[config.mk]
export PLATFORM = sky130hd
export DESIGN_NAME = dose_set_statistics
export DESIGN_NICKNAME = d
export VERILOG_FILES = /design/src/dss_pkg.sv /design/src/dose_set_statistics.sv /design/src/dss_ctrl.sv /design/src/dss_datapath.sv
export VERILOG_INCLUDE_DIRS = /design/src /design/src/src
export SDC_FILE = /design/constraint.sdc
export NUM_CORES = 1
export LEC_CHECK = 0
export BUFFER_PORTS_ARGS = -buffer_cell sky130_fd_sc_hd__buf_4
export CAP_MARGIN = 25
export CELL_PAD_IN_SITES_DETAIL_PLACEMENT = 1
export CELL_PAD_IN_SITES_GLOBAL_PLACEMENT = 2
export CORE_ASPECT_RATIO = 0.5
export CORE_MARGIN = 2
export CORE_UTILIZATION = 41
export CTS_CLUSTER_SIZE = 28
export DETAILED_ROUTE_END_ITERATION = 12
export GPL_ROUTABILITY_DRIVEN = 0
export PLACE_DENSITY = 0.84
export SYNTH_ARGS = -nofsm -noshare
export SYNTH_HDL_FRONTEND = slang
export SYNTH_SLANG_ARGS = --single-unit
[constraint.sdc]
create_clock -name clk_i -period 9.9 [get_ports clk_i]
set_input_delay 1.98 -clock clk_i [delete_from_list [all_inputs] [get_ports clk_i]]
set_output_delay 1.98 -clock clk_i [all_outputs]
set_load 0.01 [all_outputs]
[src/dose_set_statistics_macros.svh]
// Assertion helpers for the dose set statistics block.
// Both macros expect clk_i and rst_ni in the scope where they are used.
`ifndef DOSE_SET_STATISTICS_MACROS_SVH
`define DOSE_SET_STATISTICS_MACROS_SVH

// Same-cycle implication, checked out of reset.
`define DSS_ASSERT_NOW(lbl, ante, cons, msg) \
  lbl: assert property (@(posedge clk_i) disable iff (!rst_ni) (ante) |-> (cons)) \
    else $error(msg);

// Next-cycle implication, checked out of reset.
`define DSS_ASSERT_NEXT(lbl, ante, cons, msg) \
  lbl: assert property (@(posedge clk_i) disable iff (!rst_ni) (ante) |=> (cons)) \
    else $error(msg);

`endif

[src/dss_pkg.sv]
// ----------------------------------------------------------------------------
// dss_pkg
// Shared widths, payload structs, controller states and commands for the
// dose set statistics block.
// ----------------------------------------------------------------------------
package dss_pkg;

  localparam int DOSE_W          = 16;
  localparam int COUNT_OUT_W     = 17;
  localparam int MAX_SAMPLES_DEF = 65536;
  localparam int RAD_W           = 2 * DOSE_W;
  localparam int ROOT_STEPS      = RAD_W / 2;

  typedef struct packed {
    logic [DOSE_W-1:0] dose_sample;
    logic              last_sample;
  } dss_in_t;

  typedef struct packed {
    logic [DOSE_W-1:0]      min_dose;
    logic [DOSE_W-1:0]      max_dose;
    logic [DOSE_W-1:0]      mean_dose;
    logic [DOSE_W-1:0]      rms_deviation;
    logic [COUNT_OUT_W-1:0] sample_count;
  } dss_out_t;

  typedef enum logic [2:0] {
    S_ACCUM,
    S_MEAN_LD,
    S_MEAN_RUN,
    S_SQ_LD,
    S_SQ_RUN,
    S_ROOT_LD,
    S_ROOT_RUN,
    S_DONE
  } dss_state_e;

  typedef struct packed {
    logic accept;     // take one sample into the accumulators
    logic mean_load;  // load the divider with the sum
    logic sq_load;    // keep the mean, load the divider with the squared sum
    logic div_step;   // one quotient bit
    logic root_load;  // load the root unit with the squared quotient
    logic root_step;  // one root bit
    logic out_load;   // fill the output register, clear the accumulators
  } dss_cmd_t;

endpackage

[src/dose_set_statistics.sv]
// ----------------------------------------------------------------------------
// dose_set_statistics
// Min, max, mean and RMS deviation from a reference over one set of doses.
// Throughput: one sample per cycle while a set accumulates.
// After the marked sample the bit-serial divider runs twice, over
//   SQ_W = 32 + clog2(MAX_SAMPLES+1) bits, and the 16-step root unit runs
//   once before a result is valid; input stalls then.
// Reset: reference 0, accumulators cleared, no result pending.
// ----------------------------------------------------------------------------
`include "dose_set_statistics_macros.svh"

module dose_set_statistics #(
  parameter int MAX_SAMPLES = dss_pkg::MAX_SAMPLES_DEF
) (
  input  logic                       clk_i,
  input  logic                       rst_ni,
  // sample stream
  input  logic                       in_valid_i,
  output logic                       in_stall_o,
  input  dss_pkg::dss_in_t           in_data_i,
  // result stream
  output logic                       out_valid_o,
  input  logic                       out_stall_i,
  output dss_pkg::dss_out_t          out_data_o,
  // reference dose register
  input  logic                       cfg_we_i,
  input  logic [dss_pkg::DOSE_W-1:0] cfg_wdata_i
);
  import dss_pkg::*;

  // Commands from the sequencer to the datapath. While the controller sits
  // in its accumulate state every offered sample is taken; a marked sample
  // kicks off the mean division, the squared-deviation division and the root.
  // A finished result waits in the datapath's output register, and the next
  // set starts accumulating as soon as that register is loaded.
  dss_cmd_t cmd;

  dss_ctrl #(
    .MAX_SAMPLES (MAX_SAMPLES)
  ) u_ctrl (
    .clk_i       (clk_i),
    .rst_ni      (rst_ni),
    .in_valid_i  (in_valid_i),
    .last_i      (in_data_i.last_sample),
    .in_stall_o  (in_stall_o),
    .out_stall_i (out_stall_i),
    .out_valid_o (out_valid_o),
    .cmd_o       (cmd)
  );

  // Accumulators saturate at MAX_SAMPLES; samples past that are dropped but
  // a marked one still closes the set.
  dss_datapath #(
    .MAX_SAMPLES (MAX_SAMPLES)
  ) u_datapath (
    .clk_i       (clk_i),
    .rst_ni      (rst_ni),
    .cmd_i       (cmd),
    .in_data_i   (in_data_i),
    .cfg_we_i    (cfg_we_i),
    .cfg_wdata_i (cfg_wdata_i),
    .out_data_o  (out_data_o)
  );

  // A marked sample must close the input until the result is computed.
  `DSS_ASSERT_NEXT(a_last_stalls, in_valid_i && !in_stall_o && in_data_i.last_sample, in_stall_o, "input open after last sample")
  // Never overwrite a result that is still held.
  `DSS_ASSERT_NOW(a_no_overwrite, cmd.out_load, !out_valid_o || !out_stall_i, "pending result overwritten")
  // Every delivered set has at least one sample, so min cannot exceed max.
  `DSS_ASSERT_NOW(a_min_le_max, out_valid_o, out_data_o.min_dose <= out_data_o.max_dose, "min above max in result")

endmodule

[src/dss_ctrl.sv]
// ----------------------------------------------------------------------------
// dss_ctrl
// Sequencer: accumulate, then divide twice and take the root, then hand off.
// ----------------------------------------------------------------------------
module dss_ctrl #(
  parameter int MAX_SAMPLES = dss_pkg::MAX_SAMPLES_DEF
) (
  input  logic              clk_i,
  input  logic              rst_ni,
  input  logic              in_valid_i,
  input  logic              last_i,
  output logic              in_stall_o,
  input  logic              out_stall_i,
  output logic              out_valid_o,
  output dss_pkg::dss_cmd_t cmd_o
);
  import dss_pkg::*;

  localparam int CNT_W  = $clog2(MAX_SAMPLES + 1);
  localparam int SQ_W   = 2 * DOSE_W + CNT_W;
  localparam int STEP_W = $clog2(SQ_W);
  localparam logic [STEP_W-1:0] DIV_LAST  = STEP_W'(SQ_W - 1);
  localparam logic [STEP_W-1:0] ROOT_LAST = STEP_W'(ROOT_STEPS - 1);

  dss_state_e        state_q, state_d;
  logic [STEP_W-1:0] step_q, step_d;
  logic              out_valid_q, out_valid_d;
  logic              slot_free;

  assign slot_free = !out_valid_q || !out_stall_i;

  // next state
  always_comb begin
    state_d = state_q;
    case (state_q)
      S_ACCUM:    if (in_valid_i && last_i) state_d = S_MEAN_LD;
      S_MEAN_LD:  state_d = S_MEAN_RUN;
      S_MEAN_RUN: if (step_q == DIV_LAST) state_d = S_SQ_LD;
      S_SQ_LD:    state_d = S_SQ_RUN;
      S_SQ_RUN:   if (step_q == DIV_LAST) state_d = S_ROOT_LD;
      S_ROOT_LD:  state_d = S_ROOT_RUN;
      S_ROOT_RUN: if (step_q == ROOT_LAST) state_d = S_DONE;
      S_DONE:     if (slot_free) state_d = S_ACCUM;
      default:    state_d = S_ACCUM;
    endcase
  end

  // outputs
  always_comb begin
    cmd_o      = '0;
    in_stall_o = 1'b1;
    step_d     = '0;
    case (state_q)
      S_ACCUM: begin
        in_stall_o   = 1'b0;
        cmd_o.accept = in_valid_i;
      end
      S_MEAN_LD: cmd_o.mean_load = 1'b1;
      S_SQ_LD:   cmd_o.sq_load   = 1'b1;
      S_ROOT_LD: cmd_o.root_load = 1'b1;
      S_MEAN_RUN, S_SQ_RUN: begin
        cmd_o.div_step = 1'b1;
        step_d         = step_q + STEP_W'(1);
      end
      S_ROOT_RUN: begin
        cmd_o.root_step = 1'b1;
        step_d          = step_q + STEP_W'(1);
      end
      S_DONE:  cmd_o.out_load = slot_free;
      default: cmd_o = '0;
    endcase
  end

  assign out_valid_d = cmd_o.out_load || (out_valid_q && out_stall_i);
  assign out_valid_o = out_valid_q;

  always_ff @(posedge clk_i or negedge rst_ni) begin
    if (!rst_ni) begin
      state_q     <= S_ACCUM;
      step_q      <= '0;
      out_valid_q <= 1'b0;
    end else begin
      state_q     <= state_d;
      step_q      <= step_d;
      out_valid_q <= out_valid_d;
    end
  end

endmodule

[src/dss_datapath.sv]
// ----------------------------------------------------------------------------
// dss_datapath
// Accumulators, shared restoring divider, bitwise root unit, output register.
// ----------------------------------------------------------------------------
module dss_datapath #(
  parameter int MAX_SAMPLES = dss_pkg::MAX_SAMPLES_DEF
) (
  input  logic                      clk_i,
  input  logic                      rst_ni,
  input  dss_pkg::dss_cmd_t         cmd_i,
  input  dss_pkg::dss_in_t          in_data_i,
  input  logic                      cfg_we_i,
  input  logic [dss_pkg::DOSE_W-1:0] cfg_wdata_i,
  output dss_pkg::dss_out_t         out_data_o
);
  import dss_pkg::*;

  localparam int CNT_W  = $clog2(MAX_SAMPLES + 1);
  localparam int SUM_W  = DOSE_W + CNT_W;
  localparam int SQ_W   = 2 * DOSE_W + CNT_W;
  localparam int CNT_XW = (CNT_W > COUNT_OUT_W) ? CNT_W : COUNT_OUT_W;
  localparam logic [CNT_W-1:0] CNT_MAX = CNT_W'(MAX_SAMPLES);

  logic [DOSE_W-1:0] ref_q;
  logic [DOSE_W-1:0] min_q, max_q;
  logic [SUM_W-1:0]  sum_q;
  logic [SQ_W-1:0]   sqsum_q;
  logic [CNT_W-1:0]  cnt_q;
  logic [RAD_W-1:0]  term_q;
  logic              term_vld_q;

  logic [DOSE_W-1:0] dose, diff;
  logic              take;

  assign dose = in_data_i.dose_sample;
  assign diff = (dose >= ref_q) ? (dose - ref_q) : (ref_q - dose);
  assign take = cmd_i.accept && (cnt_q < CNT_MAX);

  always_ff @(posedge clk_i or negedge rst_ni) begin
    if (!rst_ni) begin
      ref_q <= '0;
    end else if (cfg_we_i) begin
      ref_q <= cfg_wdata_i;
    end
  end

  // accumulate; the square is registered in term_q before it is added to the squared sum
  always_ff @(posedge clk_i or negedge rst_ni) begin
    if (!rst_ni) begin
      min_q      <= '1;
      max_q      <= '0;
      sum_q      <= '0;
      sqsum_q    <= '0;
      cnt_q      <= '0;
      term_vld_q <= 1'b0;
    end else if (cmd_i.out_load) begin
      min_q      <= '1;
      max_q      <= '0;
      sum_q      <= '0;
      sqsum_q    <= '0;
      cnt_q      <= '0;
      term_vld_q <= 1'b0;
    end else begin
      term_vld_q <= take;
      if (term_vld_q) begin
        sqsum_q <= sqsum_q + SQ_W'(term_q);
      end
      if (take) begin
        if (dose < min_q) min_q <= dose;
        if (dose > max_q) max_q <= dose;
        sum_q <= sum_q + SUM_W'(dose);
        cnt_q <= cnt_q + CNT_W'(1);
      end
    end
  end

  always_ff @(posedge clk_i) begin
    if (take) begin
      term_q <= RAD_W'(diff) * RAD_W'(diff);
    end
  end

  // restoring divider, one quotient bit per step; divisor is the count
  logic [SQ_W-1:0]  dq_q;
  logic [CNT_W-1:0] rem_q;
  logic [CNT_W:0]   trial, trial_sub;
  logic             trial_ge;
  logic [DOSE_W-1:0] mean_q;

  assign trial     = {rem_q, dq_q[SQ_W-1]};
  assign trial_ge  = trial >= {1'b0, cnt_q};
  assign trial_sub = trial - {1'b0, cnt_q};

  always_ff @(posedge clk_i) begin
    if (cmd_i.mean_load) begin
      dq_q  <= SQ_W'(sum_q);
      rem_q <= '0;
    end else if (cmd_i.sq_load) begin
      dq_q   <= sqsum_q;
      rem_q  <= '0;
      mean_q <= dq_q[DOSE_W-1:0];
    end else if (cmd_i.div_step) begin
      dq_q  <= {dq_q[SQ_W-2:0], trial_ge};
      rem_q <= trial_ge ? trial_sub[CNT_W-1:0] : trial[CNT_W-1:0];
    end
  end

  // floor square root, two radicand bits per step
  logic [RAD_W-1:0] rad_q, root_q, bit_q;
  logic [RAD_W-1:0] tsum;
  logic             root_ge;

  assign tsum    = root_q + bit_q;
  assign root_ge = rad_q >= tsum;

  always_ff @(posedge clk_i) begin
    if (cmd_i.root_load) begin
      rad_q  <= dq_q[RAD_W-1:0];
      root_q <= '0;
      bit_q  <= RAD_W'(1) << (RAD_W - 2);
    end else if (cmd_i.root_step) begin
      if (root_ge) begin
        rad_q  <= rad_q - tsum;
        root_q <= (root_q >> 1) + bit_q;
      end else begin
        root_q <= root_q >> 1;
      end
      bit_q <= bit_q >> 2;
    end
  end

  // output register
  logic [CNT_XW-1:0] cnt_x;
  dss_out_t          out_q;

  assign cnt_x = CNT_XW'(cnt_q);

  always_ff @(posedge clk_i) begin
    if (cmd_i.out_load) begin
      out_q.min_dose      <= min_q;
      out_q.max_dose      <= max_q;
      out_q.mean_dose     <= mean_q;
      out_q.rms_deviation <= root_q[DOSE_W-1:0];
      out_q.sample_count  <= cnt_x[COUNT_OUT_W-1:0];
    end
  end

  assign out_data_o = out_q;

endmodule

Yosys cells after proc, flatten, opt, wreduce, memory -nomap -nowiden. Cells that the tools add are included. W data, S select, Z words.

Output and inout bits: 83. Register bits: 433.

Muxes and demuxes: 37. Reductions and logical operators: 24. Magnitude comparators: 6. Multipliers: 1. Eq/ne operators: 14. Add/sub/neg operators: 10. Bitwise gates (word level): 1.

Operators by type and width (number): $mux W49 (4); $mux W32 (4); $mux W16 (7); $mux W33 (3); $mux W17 (3); $add A49 B32 Y49 (1); $add A33 B16 Y33 (1); $add A31 B31 Y32 (1); $add A32 B31 Y32 (1); $ge A32 B32 Y1 (1); $mul A16 B16 Y32 (1); $sub A16 B16 Y16 (2); $sub A32 B32 Y32 (1); $pmux W3 S8 (1); $ge A18 B17 Y1 (1); $add A17 B1 Y17 const B (1); $lt A17 B17 Y1 const B (1); $sub A17 B17 Y17 (1); $ge A16 B16 Y1 (1); $gt A16 B16 Y1 (1); $lt A16 B16 Y1 (1); $mux W3 (5); $reduce_bool A2 Y1 (7); $eq A3 B3 Y1 const B (4); 18 further kinds (39).

Depth between registers and ports, before layout.
Depth after elaboration: 6. Mapped depth: 39. Mapped depth without buffers: 37.

By module. Synthesis repeated with hierarchy kept, for this count alone.

Cells, all modules: 3582. Area total of the unflattened synthesis: 33579.7 um2.

By module, submodules not included: dss_datapath (instances 1, cells each 3520, area an instance 33021.7 um2); dss_ctrl (instances 1, cells each 62, area an instance 558.0 um2).

Worst setup path after synthesis. Ideal clock, no wire load.

Kind: in2reg. From: in in_data_i[10] in the netlist's numbering. To: reg u_datapath.term_q[29] (data pin). Path buffers: 3. Data arrival time: 9.852 ns. Library setup time: 0.258 ns. Slack: -0.210 ns. Stages: 36. Path through: inv_1 ha_1 buf_2 and2_1 nand3_1 o221ai_1 a31o_2 a21oi_2 buf_4 mux2i_1 xor2_1 inv_1 buf_2 nand2_1 inv_1 fa_1 inv_1 fa_1 inv_1 fa_1 fa_1 fa_1 inv_1 fa_1 inv_1 ha_1 a21o_1 a31o_2 a2111oi_0 o21ai_0 a31oi_1 o21ai_1 a21oi_1 o21bai_1 a21oi_1 xnor2_1.

Longest elaborated chain between the ends: 3.

Ends and longest elaborated chain: start, declared (line dose_set_statistics.sv:20) `input dss_pkg::dss_in_t in_data_i,`; $sub A16 B16 Y16 / $ge A16 B16 Y1 (equally long branches) (line dss_datapath.sv:36) `assign diff = (dose >= ref_q) ? (dose - ref_q) : (ref_q - dose);`; $mux W16 (*) (line dss_datapath.sv:36); $mul A16 B16 Y32 (*) (line dss_datapath.sv:79) `term_q <= RAD_W'(diff) * RAD_W'(diff);`; end signal, assigned (line dss_datapath.sv:79); end, declared (line dss_datapath.sv:29) `logic [RAD_W-1:0] term_q;`.

Every way passes the cells marked *; elsewhere a longest branch is shown, timed or not. A chain may end at the register's enable or synchronous reset.

Worst setup path in the final report.
From: in in_data_i[1] in the netlist's numbering. To: reg u_datapath.term_q[30] (data pin).

Same word-level chain as after synthesis.

==> flow_summary.ini <==
[status]
status = completed

[layout]
final_cell_mix = 376 x inv_1, 344 x nand2_1, 315 x buf_4, 292 x ha_1, 282 x nor2_1
fillers = 8859
instances_no_fill = 4749
drive_gt1_frac = 0.1247
nets = 4176
area_delta_synth_final_pct = 14.99
layout_commonest_cell = inv_1

[timing]
clock_skew_ns = 0.03017
period_share = 0.9654
maxSlewHeadroom = 0.3225
hold_violations = 0
finalCriticalPeriod_ns = 9.557
slew_viol_final = 0
setup_violations = 0
worst_pin_slew_ns = 1.016
fmax_ghz = 0.1046

[placement]
dp_cells = 4659
dp_hpwl_um = 72270
io_buffer_count = 120

[clock_tree]
cts_hold_buf = 0
ctsHtreeMaxLevel = 2
cts_buffers = 45
cts_tree = yes
cts_buffer_depth = 3
cts.sinks = 432
clk_latency_ns = 0.61
clkSlewWorstSetupHoldPaths_ns = 0.06
cts-root-buf = clkbuf_16

[logic_synthesis]
yosysTopAreaCell = edfxtp_1
synth_cells = 3432
ys_async_sr_fraction = 0.3657
synth-simple-area-share = 0.1307
ys_seq_area_frac = 0.3519
yosysUniqueCellTypes = 82
synthFlopType = edfxtp_1
synth-xor-area-share = 0.05910
post_synth.cell_area_avg_um2 = 9.432
muxShareOfSynthArea = 0.02852
synth_fa_ha_area_frac = 0.2186
synth.top_cell.area_share = 0.1790
synth_compound_area_frac = 0.1512
synth_top_family_by_area = adder cells
synth_area_leaders = edfxtp_1 18%, ha_1 11%, dfrtp_1 11%
synth-seq-cells = 432
syn_nets = 3933
netlist_area_mm2 = 0.03237
synth-edff-count = 193
ys_warn_count = 0

[setup_path]
worstPathRequired_ns = 10.23
r2r-start = u_datapath.ref_q[0]
path_common_cell = fa_1
worst-path-max-fanout = 7
worstSetupPathType = in -> reg
cpMaxStageDelayCell = fa_1
max_stage_delay_ns = 0.55
endpoint_kind = register
crit_start = in_data_i[1]
startpoint_type = input port
cp.arrival_ns = 9.89

[global_route]
grt_pass1_wl_um = 151200
grt_pass1_vias = 27750
grt_start_max_net_pins = 82
grtUsageTotal = 0.2309
overflow = 0
antenna_found_initial = 1

[worst_hold_path]
worstHoldStart = u_datapath.mean_q[4]
hold_class = reg -> reg

[die]
initial_core_util = 0.4164
core_area_mm2 = 0.07774
io_pins = 121
die_x_um = 401.4
rows = 72
dieArea_mm2 = 0.08136
die_h_um = 202.7

[detailed_routing]
drc = 0
drt_pass1_iterations = 7
drt_iter0_drc = 1329
totalWireLength_um = 92810
viasPerCell = 5.398
antenna_left = 0
num_vias = 25640
avgRoutedWirePerCell_um = 19.54

[run]
drv_cap = 0
-- critical path, delay by kind of cell --
| family | cells | cell delay (ns) |
|---|---|---|
| compound gates | 11 | 1.79 |
| xor+xnor | 2 | 0.28 |
| fa+ha+maj | 9 | 4.07 |
| buf+inv | 8 | 0.77 |
| simple gates | 6 | 0.99 |
-- synthesized netlist by cell type (31+ instances only) --
| cell | number |
|---|---|
| nor2b_1 | 38 |
| ha_1 | 292 |
| nor3_1 | 49 |
| edfxtp_1 | 193 |
| clkbuf_1 | 94 |
| a21oi_1 | 211 |
| nor2_1 | 285 |
| fa_1 | 171 |
| dfxtp_1 | 81 |
| o21ai_0 | 213 |
| a21o_1 | 51 |
| nand2_1 | 344 |
| dfrtp_1 | 142 |
| a22oi_1 | 31 |
| mux2i_1 | 90 |
| o21bai_1 | 31 |
| nand3_1 | 64 |
| a31oi_1 | 32 |
| xor2_1 | 86 |
| xnor2_1 | 125 |
| inv_1 | 378 |
| a211oi_1 | 42 |
-- layer usage --
metal,vias up,part of all wire,GRT usage
li1,12310,-,-
met4,0,0.025,0.06307
met1,12880,0.48,0.3212
met3,131,0.031,0.02513
met2,314,0.46,0.3833
met5,-,0,0
-- worst paths after layout --
path | endpoint | slack (ns) | depth (start not counted)
max | u_datapath.term_q[30] | 0.34 | 36
min in group asynchronous | u_datapath.cnt_q[4] | 1.35 | 1
max in group asynchronous | u_datapath.sqsum_q[27] | 7.38 | 2
max reg2reg | u_datapath.term_q[30] | 1.39 | 31
min | u_datapath.out_data_o[37] | 0.42 | 0
min reg2reg | u_datapath.out_data_o[37] | 0.42 | 0
-- final cells by class --
type	instances	area, um2	area share
tap	1036	1296	0.03482
multi-input combinational	2492	19120	0.5136
clock buffer	55	1204	0.03233
timing repair buffer	320	2462	0.06615
sequential	432	11390	0.3060
antenna	1	2.502	0.00006722
inverter	384	1448	0.03889
clock inverter	29	301.5	0.008101
-- stage by stage --
| stage | setup slack (ns) | hold slack [ns] | area (um2) | TNS (ns) | util |
|---|---|---|---|---|---|
| floorplan | 0.02144 | 0.4003 | 32390 | 0 | - |
| global placement | -0.2202 | 0.4043 | 35600 | -0.7969 | 0.4579 |
| detailed placement | -0.4161 | 0.4128 | 35610 | -2.578 | 0.4581 |
| CTS | 0.1667 | 0.4274 | 37120 | 0 | 0.4774 |
| global route | -0.02393 | 0.4327 | 37220 | -0.02393 | 0.4788 |
| finish | 0.3428 | 0.4236 | 37220 | 0 | 0.4788 |
-- logic make-up (layout without fill, tap and decap cells) --
kind of cell / after synthesis / count (layout)
xor+xnor: 215 / 215
other cells: 0 / 1
fa+ha+maj: 463 / 463
buf+inv: 508 / 788
flops: 432 / 432
mux: 92 / 92
compound gates: 780 / 780
simple gates: 942 / 942
-- flip-flops by register name, indices dropped and copies added (netlist names) --
register and count:
u_ctrl.out_valid_o 1, u_ctrl.state_q 3, u_ctrl.step_q 6, u_datapath.bit_q 16, u_datapath.cnt_q 17, u_datapath.dq_q 49
u_datapath.max_q 16, u_datapath.mean_q 16, u_datapath.min_q 16, u_datapath.out_data_o 81, u_datapath.rad_q 32, u_datapath.ref_q 16
u_datapath.rem_q 17, u_datapath.root_q 32, u_datapath.sqsum_q 49, u_datapath.sum_q 33, u_datapath.term_q 31, u_datapath.term_vld_q 1
-- what timing repair did --
| item | in CTS | in global routing |
|---|---|---|
| endpoints found under the setup margin | 0 | 7 |
| buffers inserted | 0 | 2 |
| gates resized for setup | 0 | 8 |
Power is left out: the tool's default activity adds up to more than one toggle a clock period on the data nets, which glitch-free logic cannot reach.
